File: config.mk
export PLATFORM = sky130hd
export DESIGN_NAME = ipv4_text_address_parser
export DESIGN_NICKNAME = d
export VERILOG_FILES = /design/src/rtl/ipv4p_pkg.sv /design/src/rtl/ipv4p_front.sv /design/src/rtl/ipv4p_queue.sv /design/src/rtl/ipv4p_back.sv /design/src/rtl/ipv4_text_address_parser.sv
export VERILOG_INCLUDE_DIRS = /design/src /design/src/rtl
export SDC_FILE = /design/constraint.sdc
export NUM_CORES = 1
export LEC_CHECK = 0
export ABC_AREA = 1
export BUFFER_PORTS_ARGS = -buffer_cell sky130_fd_sc_hd__buf_2
export CAP_MARGIN = 25
export CORE_MARGIN = 3
export CORE_UTILIZATION = 40
export DETAILED_ROUTE_END_ITERATION = 10
export SLEW_MARGIN = 25
export SYNTH_ARGS = -nofsm -noshare
export SYNTH_HDL_FRONTEND = slang
export SYNTH_SLANG_ARGS = --single-unit
File: constraint.sdc
create_clock -name clk -period 4.15 [get_ports clk]
set_input_delay 0.415 -clock clk [delete_from_list [all_inputs] [get_ports clk]]
set_output_delay 0.415 -clock clk [all_outputs]
set_load 0.03 [all_outputs]
File: src/rtl/ipv4_text_address_parser_defines.svh
// Assertion macros shared by the dotted-decimal address parser RTL.
// Depends on nothing; included by the top level only.
`ifndef IPV4_TEXT_ADDRESS_PARSER_DEFINES_SVH
`define IPV4_TEXT_ADDRESS_PARSER_DEFINES_SVH

// Same-cycle implication, checked on every rising clock edge outside reset.
`define IPV4P_ASSERT_NOW(label, clk_sig, rst_sig, ante, cons) \
  label: assert property (@(posedge clk_sig) disable iff (rst_sig) (ante) |-> (cons)) \
    else $error("ipv4 parser assertion failed");

// Next-cycle implication, checked on every rising clock edge outside reset.
`define IPV4P_ASSERT_NEXT(label, clk_sig, rst_sig, ante, cons) \
  label: assert property (@(posedge clk_sig) disable iff (rst_sig) (ante) |=> (cons)) \
    else $error("ipv4 parser assertion failed");

`endif

File: src/rtl/ipv4p_pkg.sv
// Package of the dotted-decimal address parser: token type, queue status and
// character classification. Depends on nothing.
`timescale 1ns / 1ps
`default_nettype none

package ipv4p_pkg;

  localparam int unsigned QUEUE_DEPTH = 2;
  localparam int unsigned OCTET_COUNT = 4;
  localparam logic [7:0]  CHAR_ZERO   = 8'h30;
  localparam logic [7:0]  CHAR_NINE   = 8'h39;
  localparam logic [7:0]  CHAR_DOT    = 8'h2E;
  localparam logic [7:0]  OCTET_MAX   = 8'd255;

  typedef enum logic [1:0] {
    TK_DIGIT,
    TK_DOT,
    TK_OTHER,
    TK_EOT
  } token_kind_t;

  typedef struct packed {
    token_kind_t kind;
    logic [3:0]  digit;
  } token_t;

  typedef struct packed {
    logic full;
    logic empty;
  } queue_status_t;

  function automatic token_t classify(input logic [7:0] ch, input logic eot);
    token_t     tok;
    logic [7:0] diff;
    diff      = ch - CHAR_ZERO;
    tok.digit = diff[3:0];
    if (eot) begin
      tok.kind = TK_EOT;
    end else if (ch >= CHAR_ZERO && ch <= CHAR_NINE) begin
      tok.kind = TK_DIGIT;
    end else if (ch == CHAR_DOT) begin
      tok.kind = TK_DOT;
    end else begin
      tok.kind = TK_OTHER;
    end
    return tok;
  endfunction

endpackage

`default_nettype wire

File: src/rtl/ipv4p_front.sv
// Front stage: accepts text items, classifies each into a token and holds it
// in a register until the queue takes it. Depends on ipv4p_pkg.
`timescale 1ns / 1ps
`default_nettype none

module ipv4p_front (
  input  wire               clk,
  input  wire               rst,
  input  wire               in_valid,
  output logic              in_ready,
  input  wire  [7:0]        in_char,
  input  wire               in_eot,
  output logic              tok_valid,
  input  wire               tok_ready,
  output ipv4p_pkg::token_t tok
);

  logic stage_valid;

  assign in_ready  = !stage_valid || tok_ready;
  assign tok_valid = stage_valid;

  always_ff @(posedge clk) begin
    if (rst) begin
      stage_valid <= 1'b0;
    end else if (in_ready) begin
      stage_valid <= in_valid;
    end
  end

  always_ff @(posedge clk) begin
    if (in_valid && in_ready) begin
      tok <= ipv4p_pkg::classify(in_char, in_eot);
    end
  end

endmodule

`default_nettype wire

File: src/rtl/ipv4p_queue.sv
// Short register queue that parts the front stage from the parser back end.
// Depends on ipv4p_pkg.
`timescale 1ns / 1ps
`default_nettype none

module ipv4p_queue #(
  parameter int unsigned DEPTH = ipv4p_pkg::QUEUE_DEPTH
) (
  input  wire                      clk,
  input  wire                      rst,
  input  wire                      push_valid,
  output logic                     push_ready,
  input  ipv4p_pkg::token_t        push_data,
  output logic                     pop_valid,
  input  wire                      pop_ready,
  output ipv4p_pkg::token_t        pop_data,
  output ipv4p_pkg::queue_status_t status
);

  localparam int unsigned PW = (DEPTH > 1) ? $clog2(DEPTH) : 1;
  localparam int unsigned CW = $clog2(DEPTH + 1);

  ipv4p_pkg::token_t entries [DEPTH];
  logic [PW-1:0]     wr_ptr;
  logic [PW-1:0]     rd_ptr;
  logic [CW-1:0]     count;
  logic              do_push;
  logic              do_pop;

  assign status.full  = (count == CW'(DEPTH));
  assign status.empty = (count == '0);
  assign push_ready   = !status.full;
  assign pop_valid    = !status.empty;
  assign pop_data     = entries[rd_ptr];
  assign do_push      = push_valid && push_ready;
  assign do_pop       = pop_valid && pop_ready;

  always_ff @(posedge clk) begin
    if (rst) begin
      wr_ptr <= '0;
      rd_ptr <= '0;
      count  <= '0;
    end else begin
      if (do_push) begin
        wr_ptr <= (wr_ptr == PW'(DEPTH - 1)) ? '0 : wr_ptr + 1'b1;
      end
      if (do_pop) begin
        rd_ptr <= (rd_ptr == PW'(DEPTH - 1)) ? '0 : rd_ptr + 1'b1;
      end
      if (do_push && !do_pop) begin
        count <= count + 1'b1;
      end else if (do_pop && !do_push) begin
        count <= count - 1'b1;
      end
    end
  end

  always_ff @(posedge clk) begin
    if (do_push) begin
      entries[wr_ptr] <= push_data;
    end
  end

endmodule

`default_nettype wire

File: src/rtl/ipv4p_back.sv
// Back end: runs the octet parser on tokens from the queue and holds each
// result in an output register. Depends on ipv4p_pkg.
`timescale 1ns / 1ps
`default_nettype none

module ipv4p_back (
  input  wire               clk,
  input  wire               rst,
  input  wire               tok_valid,
  output logic              tok_ready,
  input  ipv4p_pkg::token_t tok,
  output logic              res_valid,
  input  wire               res_ready,
  output logic              res_addr_valid,
  output logic [31:0]       res_addr_value
);

  logic [2:0]  octets_done,       octets_done_next;
  logic [7:0]  octet_accumulator, octet_accumulator_next;
  logic [1:0]  digit_count,       digit_count_next;
  logic        first_digit_zero,  first_digit_zero_next;
  logic        fault_seen,        fault_seen_next;
  logic [31:0] address_shift,     address_shift_next;

  logic        out_free;
  logic        take;
  logic        load_result;
  logic        close_ok;
  logic [11:0] acc_times_ten;
  logic        result_ok;

  assign out_free    = !res_valid || res_ready;
  assign tok_ready   = (tok.kind != ipv4p_pkg::TK_EOT) || out_free;
  assign take        = tok_valid && tok_ready;
  assign load_result = take && (tok.kind == ipv4p_pkg::TK_EOT);

  assign close_ok = !fault_seen && (octets_done < 3'(ipv4p_pkg::OCTET_COUNT))
                    && (digit_count != 2'd0);
  assign acc_times_ten = {1'b0, octet_accumulator, 3'b000}
                         + {3'b000, octet_accumulator, 1'b0}
                         + {8'h00, tok.digit};
  assign result_ok = close_ok && (octets_done == 3'(ipv4p_pkg::OCTET_COUNT - 1));

  always_comb begin
    octets_done_next       = octets_done;
    octet_accumulator_next = octet_accumulator;
    digit_count_next       = digit_count;
    first_digit_zero_next  = first_digit_zero;
    fault_seen_next        = fault_seen;
    address_shift_next     = address_shift;
    unique case (tok.kind)
      ipv4p_pkg::TK_DIGIT: begin
        if (!fault_seen) begin
          if (digit_count == 2'd0) begin
            octet_accumulator_next = {4'h0, tok.digit};
            first_digit_zero_next  = (tok.digit == 4'd0);
            digit_count_next       = 2'd1;
          end else if (first_digit_zero || digit_count == 2'd3
                       || acc_times_ten > {4'h0, ipv4p_pkg::OCTET_MAX}) begin
            fault_seen_next = 1'b1;
          end else begin
            octet_accumulator_next = acc_times_ten[7:0];
            digit_count_next       = digit_count + 2'd1;
          end
        end
      end
      ipv4p_pkg::TK_DOT: begin
        if (close_ok) begin
          address_shift_next     = {address_shift[23:0], octet_accumulator};
          octets_done_next       = octets_done + 3'd1;
          octet_accumulator_next = 8'h00;
          digit_count_next       = 2'd0;
          first_digit_zero_next  = 1'b0;
        end else begin
          fault_seen_next = 1'b1;
        end
      end
      ipv4p_pkg::TK_OTHER: begin
        fault_seen_next = 1'b1;
      end
      ipv4p_pkg::TK_EOT: begin
        octets_done_next       = 3'd0;
        octet_accumulator_next = 8'h00;
        digit_count_next       = 2'd0;
        first_digit_zero_next  = 1'b0;
        fault_seen_next        = 1'b0;
        address_shift_next     = 32'h0;
      end
      default: begin
        fault_seen_next = 1'b1;
      end
    endcase
  end

  always_ff @(posedge clk) begin
    if (rst) begin
      octets_done       <= 3'd0;
      octet_accumulator <= 8'h00;
      digit_count       <= 2'd0;
      first_digit_zero  <= 1'b0;
      fault_seen        <= 1'b0;
      address_shift     <= 32'h0;
      res_valid         <= 1'b0;
    end else begin
      if (take) begin
        octets_done       <= octets_done_next;
        octet_accumulator <= octet_accumulator_next;
        digit_count       <= digit_count_next;
        first_digit_zero  <= first_digit_zero_next;
        fault_seen        <= fault_seen_next;
        address_shift     <= address_shift_next;
      end
      if (load_result) begin
        res_valid <= 1'b1;
      end else if (res_ready) begin
        res_valid <= 1'b0;
      end
    end
  end

  always_ff @(posedge clk) begin
    if (load_result) begin
      res_addr_valid <= result_ok;
      res_addr_value <= result_ok ? {address_shift[23:0], octet_accumulator} : 32'h0;
    end
  end

endmodule

`default_nettype wire

File: src/rtl/ipv4_text_address_parser.sv
// Top level of the dotted-decimal IPv4 text parser.
// Depends on ipv4p_pkg, ipv4p_front, ipv4p_queue, ipv4p_back and the defines header.
//
// The s channel carries one text character per item in s_tdata; an item with
// s_tlast high ends the text and its s_tdata is ignored. Every end-of-text item
// yields exactly one item on the m channel: m_tuser is the valid flag and m_tdata
// the 32-bit address with the first octet in the top byte, or zero when the text
// was malformed. Character items yield no output.
// One item is accepted per cycle when nothing stalls. An end-of-text item passes
// through the classify register and then the token queue, after which it loads the
// output register and the result appears on m_tvalid.
// The parser state updates once per token. When the receiver holds m_tready low,
// character items keep flowing through the back end; only the next end-of-text
// token waits, after which the queue and then s_tready back up.
// Synchronous reset clears the parser state, the queue and the output valid flag;
// after reset the block is ready for a new text at once.
`timescale 1ns / 1ps
`default_nettype none
`include "ipv4_text_address_parser_defines.svh"

module ipv4_text_address_parser #(
  parameter int unsigned QUEUE_DEPTH = ipv4p_pkg::QUEUE_DEPTH
) (
  input  wire         clk,
  input  wire         rst,
  input  wire         s_tvalid,
  output logic        s_tready,
  input  wire  [7:0]  s_tdata,   // [7:0] character
  input  wire         s_tlast,   // end_of_text
  output logic        m_tvalid,
  input  wire         m_tready,
  output logic [31:0] m_tdata,   // [31:0] address_value
  output logic        m_tuser    // address_valid
);

  logic                     front_valid;
  logic                     front_ready;
  ipv4p_pkg::token_t        front_tok;
  logic                     queue_valid;
  logic                     queue_ready;
  ipv4p_pkg::token_t        queue_tok;
  ipv4p_pkg::queue_status_t queue_status;

  ipv4p_front u_front (
    .clk       (clk),
    .rst       (rst),
    .in_valid  (s_tvalid),
    .in_ready  (s_tready),
    .in_char   (s_tdata),
    .in_eot    (s_tlast),
    .tok_valid (front_valid),
    .tok_ready (front_ready),
    .tok       (front_tok)
  );

  ipv4p_queue #(
    .DEPTH (QUEUE_DEPTH)
  ) u_queue (
    .clk        (clk),
    .rst        (rst),
    .push_valid (front_valid),
    .push_ready (front_ready),
    .push_data  (front_tok),
    .pop_valid  (queue_valid),
    .pop_ready  (queue_ready),
    .pop_data   (queue_tok),
    .status     (queue_status)
  );

  ipv4p_back u_back (
    .clk            (clk),
    .rst            (rst),
    .tok_valid      (queue_valid),
    .tok_ready      (queue_ready),
    .tok            (queue_tok),
    .res_valid      (m_tvalid),
    .res_ready      (m_tready),
    .res_addr_valid (m_tuser),
    .res_addr_value (m_tdata)
  );

  `IPV4P_ASSERT_NEXT(a_accept_fills_front, clk, rst, s_tvalid && s_tready, front_valid)
  `IPV4P_ASSERT_NOW(a_queue_status_sane, clk, rst, 1'b1, !(queue_status.full && queue_status.empty))
  `IPV4P_ASSERT_NOW(a_invalid_result_zero, clk, rst, m_tvalid && !m_tuser, m_tdata == 32'h0)

endmodule

`default_nettype wire

==> report_table.html <==
<table>
<tr><th>Metric</th><th>Value</th></tr>
<tr><th colspan="2">Timing</th></tr>
<tr><td>Hold slack</td><td>0.268 ns</td></tr>
<tr><td>Count of final setup violators</td><td>0</td></tr>
<tr><td>Worst-margin pin slew</td><td>0.772 ns</td></tr>
<tr><td>Relative max-transition margin</td><td>0.485</td></tr>
<tr><td>RSZ-0062 raised after global routing</td><td>no</td></tr>
<tr><td>Tmin final</td><td>between 3 and 4 ns</td></tr>
<tr><td>TNS Setup</td><td>0 ns</td></tr>
<tr><td>Skew final</td><td>0.00894 ns</td></tr>
<tr><td>Upper clock frequency limit</td><td>approximately 330 MHz</td></tr>
<tr><td>Number of pins exceeding their max-slew limit in the final report</td><td>0</td></tr>
<tr><td>Period Utilization, post-route</td><td>0.724</td></tr>
<tr><td>Number of hold violations in the final report</td><td>0</td></tr>
<tr><th colspan="2">Setup path</th></tr>
<tr><td>Nature of the critical path startpoint</td><td>register</td></tr>
<tr><td>Type of the setup path with the least slack</td><td>reg2reg</td></tr>
<tr><td>Worst path buffer plus inverter count</td><td>2</td></tr>
<tr><td>Data required time at the worst endpoint</td><td>4.38 ns</td></tr>
<tr><td>Cell-by-cell listing of the critical path</td><td>mux2i_1 &gt; fa_1 &gt; inv_1 &gt; fa_1 &gt; nand2_1 &gt; nand2_1 &gt; nand3b_4 &gt; nand2_1 &gt; nand2_1 &gt; nand2_2 &gt; nor2_4 &gt; nand3_4 &gt; nand2_4 &gt; inv_1 &gt; nor2_1 &gt; nor2_1</td></tr>
<tr><td>CP Data Arrival Time</td><td>between 3 and 4 ns</td></tr>
<tr><td>Crit-path max cell delay</td><td>0.55 ns</td></tr>
<tr><td>Kind of end point of the critical path</td><td>register</td></tr>
<tr><td>Kind of cell adding the most delay to the critical path</td><td>simple AND/OR/NAND/NOR gates</td></tr>
<tr><td>Largest fanout on the critical path</td><td>11</td></tr>
<tr><td>Cell with the biggest individual delay on the critical path</td><td>sky130_fd_sc_hd__fa_1</td></tr>
<tr><td>Depth of the worst register-to-register path</td><td>16</td></tr>
<tr><td>Setup slack, reg-to-reg</td><td>1.14 ns</td></tr>
<tr><td>Number of logic stages on the critical path including buffering</td><td>16</td></tr>
<tr><td>Library cell appearing most often on the critical path</td><td>sky130_fd_sc_hd__nand2_1</td></tr>
<tr><th colspan="2">Clocking</th></tr>
<tr><td>Post-CTS Hold Buffers</td><td>0</td></tr>
<tr><td>TritonCTS buffer count</td><td>9</td></tr>
<tr><td>Maximum root-to-sink buffer count</td><td>2</td></tr>
<tr><td>Setup bufs post-CTS</td><td>0</td></tr>
<tr><td>Clk Latency, worst-skew pair</td><td>approximately 0.34 ns</td></tr>
<tr><td>CTS-repair resized insts</td><td>0</td></tr>
<tr><td>CTS Root Buffer Type</td><td>sky130_fd_sc_hd__clkbuf_16</td></tr>
<tr><td>H-tree level count</td><td>3</td></tr>
<tr><td>TritonCTS clock tree</td><td>built</td></tr>
<tr><td>Count of clock tree sinks</td><td>97</td></tr>
<tr><td>Clock input transition at the sequential cells of the worst setup and hold paths</td><td>0.07 ns</td></tr>
<tr><th colspan="2">Final layout</th></tr>
<tr><td>N_diodes</td><td>0</td></tr>
<tr><td>Fraction of layout instances using a drive strength above 1</td><td>0.212</td></tr>
<tr><td>Most common cell after layout, fill and taps aside</td><td>sky130_fd_sc_hd__inv_1</td></tr>
<tr><td>Top library cells by usage in the layout, fill and taps aside</td><td>67 x sky130_fd_sc_hd__inv_1, 58 x sky130_fd_sc_hd__nor2_1, 56 x sky130_fd_sc_hd__nand2_1</td></tr>
<tr><td>Synthesis-to-layout area growth</td><td>14.1%</td></tr>
<tr><td>Net count of the finished layout</td><td>558</td></tr>
<tr><td>Final core utilization</td><td>0.474</td></tr>
<tr><td>Post-route cell area</td><td>5230 um2</td></tr>
<tr><th colspan="2">GRT</th></tr>
<tr><td>GR met2 Demand/Resource</td><td>0.231</td></tr>
<tr><td>Peak-usage layer in the global routing report</td><td>met2</td></tr>
<tr><td>Met1 track utilization from global routing</td><td>0.190</td></tr>
<tr><td>Pin count of the biggest net entering global routing</td><td>52</td></tr>
<tr><td>Total grt overflow</td><td>0</td></tr>
<tr><td>Met3 demand-to-capacity share in global routing</td><td>0.0385</td></tr>
<tr><td>Antenna violations before repair</td><td>0</td></tr>
<tr><td>Global-route wire length before repair</td><td>~15,000 um</td></tr>
<tr><td>Total track usage</td><td>0.142</td></tr>
<tr><td>Vias in the first global route</td><td>3,005</td></tr>
<tr><th colspan="2">Power and ir drop</th></tr>
<tr><td>Peak supply drop</td><td>0.327 mV</td></tr>
<tr><td>Standby leakage power</td><td>0.00221 uW</td></tr>
<tr><td>P per Cell Area</td><td>750 nW/um2</td></tr>
<tr><th colspan="2">Min path</th></tr>
<tr><td>Class of the worst hold path</td><td>in2reg</td></tr>
<tr><td>Worst Hold Depth</td><td>1</td></tr>
<tr><th colspan="2">Placed design</th></tr>
<tr><td>Routability cong.</td><td>0.852</td></tr>
<tr><td>Post-placement cell area</td><td>4910 um2</td></tr>
<tr><td>Count of buffers from port buffering</td><td>47</td></tr>
<tr><td>DP HPWL</td><td>6050 um</td></tr>
<tr><th colspan="2">Route</th></tr>
<tr><td>Number of DRC violations after detailed routing</td><td>0</td></tr>
<tr><td>Post-DR vias/cell</td><td>4.80</td></tr>
<tr><td>Iteration-0 DRC Markers</td><td>84</td></tr>
<tr><td>Drt pass-1 iters</td><td>4</td></tr>
<tr><td>Via count</td><td>3,182</td></tr>
<tr><td>Wire per inst</td><td>13.0 um</td></tr>
<tr><td>Antenna-violating nets left</td><td>0</td></tr>
<tr><td>Final Routed Wirelength</td><td>8610 um</td></tr>
<tr><th colspan="2">Synth</th></tr>
<tr><td>Synthesized netlist cell count</td><td>475</td></tr>
<tr><td>Synth unique cells</td><td>42</td></tr>
<tr><td>Cell area after synthesis</td><td>4590 um2</td></tr>
<tr><td>Post-Synthesis Net Count</td><td>slightly above 500</td></tr>
<tr><td>Average size of a mapped cell</td><td>9.65 um2</td></tr>
<tr><td>Yosys reg bits</td><td>97</td></tr>
<tr><td>Count of synthesis-stage warnings from yosys</td><td>0</td></tr>
<tr><td>Share of synthesized area occupied by flip-flops and latches</td><td>0.535</td></tr>
<tr><th colspan="2">Floorplanning</th></tr>
<tr><td>Std-Cell Rows</td><td>38</td></tr>
<tr><td>Ports</td><td>48</td></tr>
<tr><td>Vertical die dimension</td><td>113 um</td></tr>
<tr><td>Die area</td><td>between 10,000 and 15,000 um2</td></tr>
<tr><td>Core Footprint</td><td>~11,000 um2</td></tr>
<tr><td>Starting density of the core</td><td>0.416</td></tr>
<tr><td>Horiz. Die Dim</td><td>113 um</td></tr>
<tr><th colspan="2">Flow run</th></tr>
<tr><td>Total of max-cap violations</td><td>0</td></tr>
<tr><th colspan="2">Outcome</th></tr>
<tr><td>Result of the run</td><td>complete, no violations</td></tr>
</table>
[synthesized netlist by cell type (all sizes together)]
cell type / n / area [um2]
a21o: 1 / 8.76
o211a: 1 / 10.0
nor2: 74 / 338
xnor2: 1 / 8.76
o21ai: 18 / 105
edfxtp: 51 / 1530
nand2: 70 / 300
inv: 69 / 259
fa: 2 / 40.0
clkinv: 1 / 3.75
ha: 25 / 313
mux2i: 2 / 20.0
clkbuf: 9 / 33.8
a21oi: 38 / 194
nand3: 18 / 118
nand4: 1 / 6.26
or2: 5 / 36.3
xor2: 2 / 17.5
buf: 7 / 57.6
a211oi: 24 / 180
a22oi: 3 / 22.5
nand3b: 2 / 27.5
dfxtp: 46 / 921
nor3: 3 / 20.0
o21a: 1 / 7.51
and2: 1 / 6.26
[cell type report]
class	count	area [um2]
Sequential cell	97	2450
Inverter	70	263
Clock buffer	10	250
Multi-Input combinational cell	292	1780
Timing Repair Buffer	48	243
Clock inverter	6	66.3
Tap cell	140	175
Fill cell	1051	5800
[flip-flops by register name (all words and copies together) (netlist names), 2 cells and up, named ones only]
register                  count
u_queue.count                 2
u_back.res_addr_value        32
u_back.octets_done            3
u_back.octet_accumulator      8
u_back.address_shift         24
u_front.tok                   6
u_back.digit_count            2
u_queue.entries              12
[report_power, final]
group,internal [uW],switching (uW)
combinational,525,1090
sequential,1310,142
clock,462,390
[layer usage]
metal | wire length (um) | part of all wire
met1 | 4150 | 0.48
met2 | 4100 | 0.48
met3 | 297 | 0.034
met4 | 65 | 0.0076
met5 | 0 | 0
[final timing paths]
path / startpoint / end
max reg2reg: register / u_back.octet_accumulator[6]
min reg2reg: u_front.tok[0] / u_queue.entries[1][0]
min: s_tdata[0] / u_front.tok[0]
max: register / u_back.octet_accumulator[6]
[kinds of logic after synthesis]
family                     count (synthesis)  synth area share
AOI/OAI and AO/OA                         86             0.115
xor gates and xnor gates                   3           0.00573
adders and majority gates                 27            0.0769
buffers and inverters                     86            0.0772
DFF                                       97             0.535
muxes                                      2           0.00437
and+or+nand+nor                          174             0.186
[worst reg2reg max path, stage by stage (launching register included)]
cell                       delay [ns]
sky130_fd_sc_hd__dfxtp_1         0.47
sky130_fd_sc_hd__mux2i_1         0.19
sky130_fd_sc_hd__fa_1            0.55
sky130_fd_sc_hd__inv_1           0.07
sky130_fd_sc_hd__fa_1            0.43
sky130_fd_sc_hd__nand2_1         0.10
sky130_fd_sc_hd__nand2_1         0.13
sky130_fd_sc_hd__nand3b_4        0.11
sky130_fd_sc_hd__nand2_1         0.05
sky130_fd_sc_hd__nand2_1         0.06
sky130_fd_sc_hd__nand2_2         0.06
sky130_fd_sc_hd__nor2_4          0.13
sky130_fd_sc_hd__nand3_4         0.12
sky130_fd_sc_hd__nand2_4         0.18
sky130_fd_sc_hd__inv_1           0.11
sky130_fd_sc_hd__nor2_1          0.10
sky130_fd_sc_hd__nor2_1          0.05
[metrics by stage]
step	total power [uW]	setup slack (ns)	instances
floorplan	2800	1.32	475
finish	3920	1.14	663
global route	4220	0.808	663
global placement	3060	1.27	647
detailed placement	3090	1.16	647
CTS	3970	1.14	663
Power figures use the tool's default switching activity.
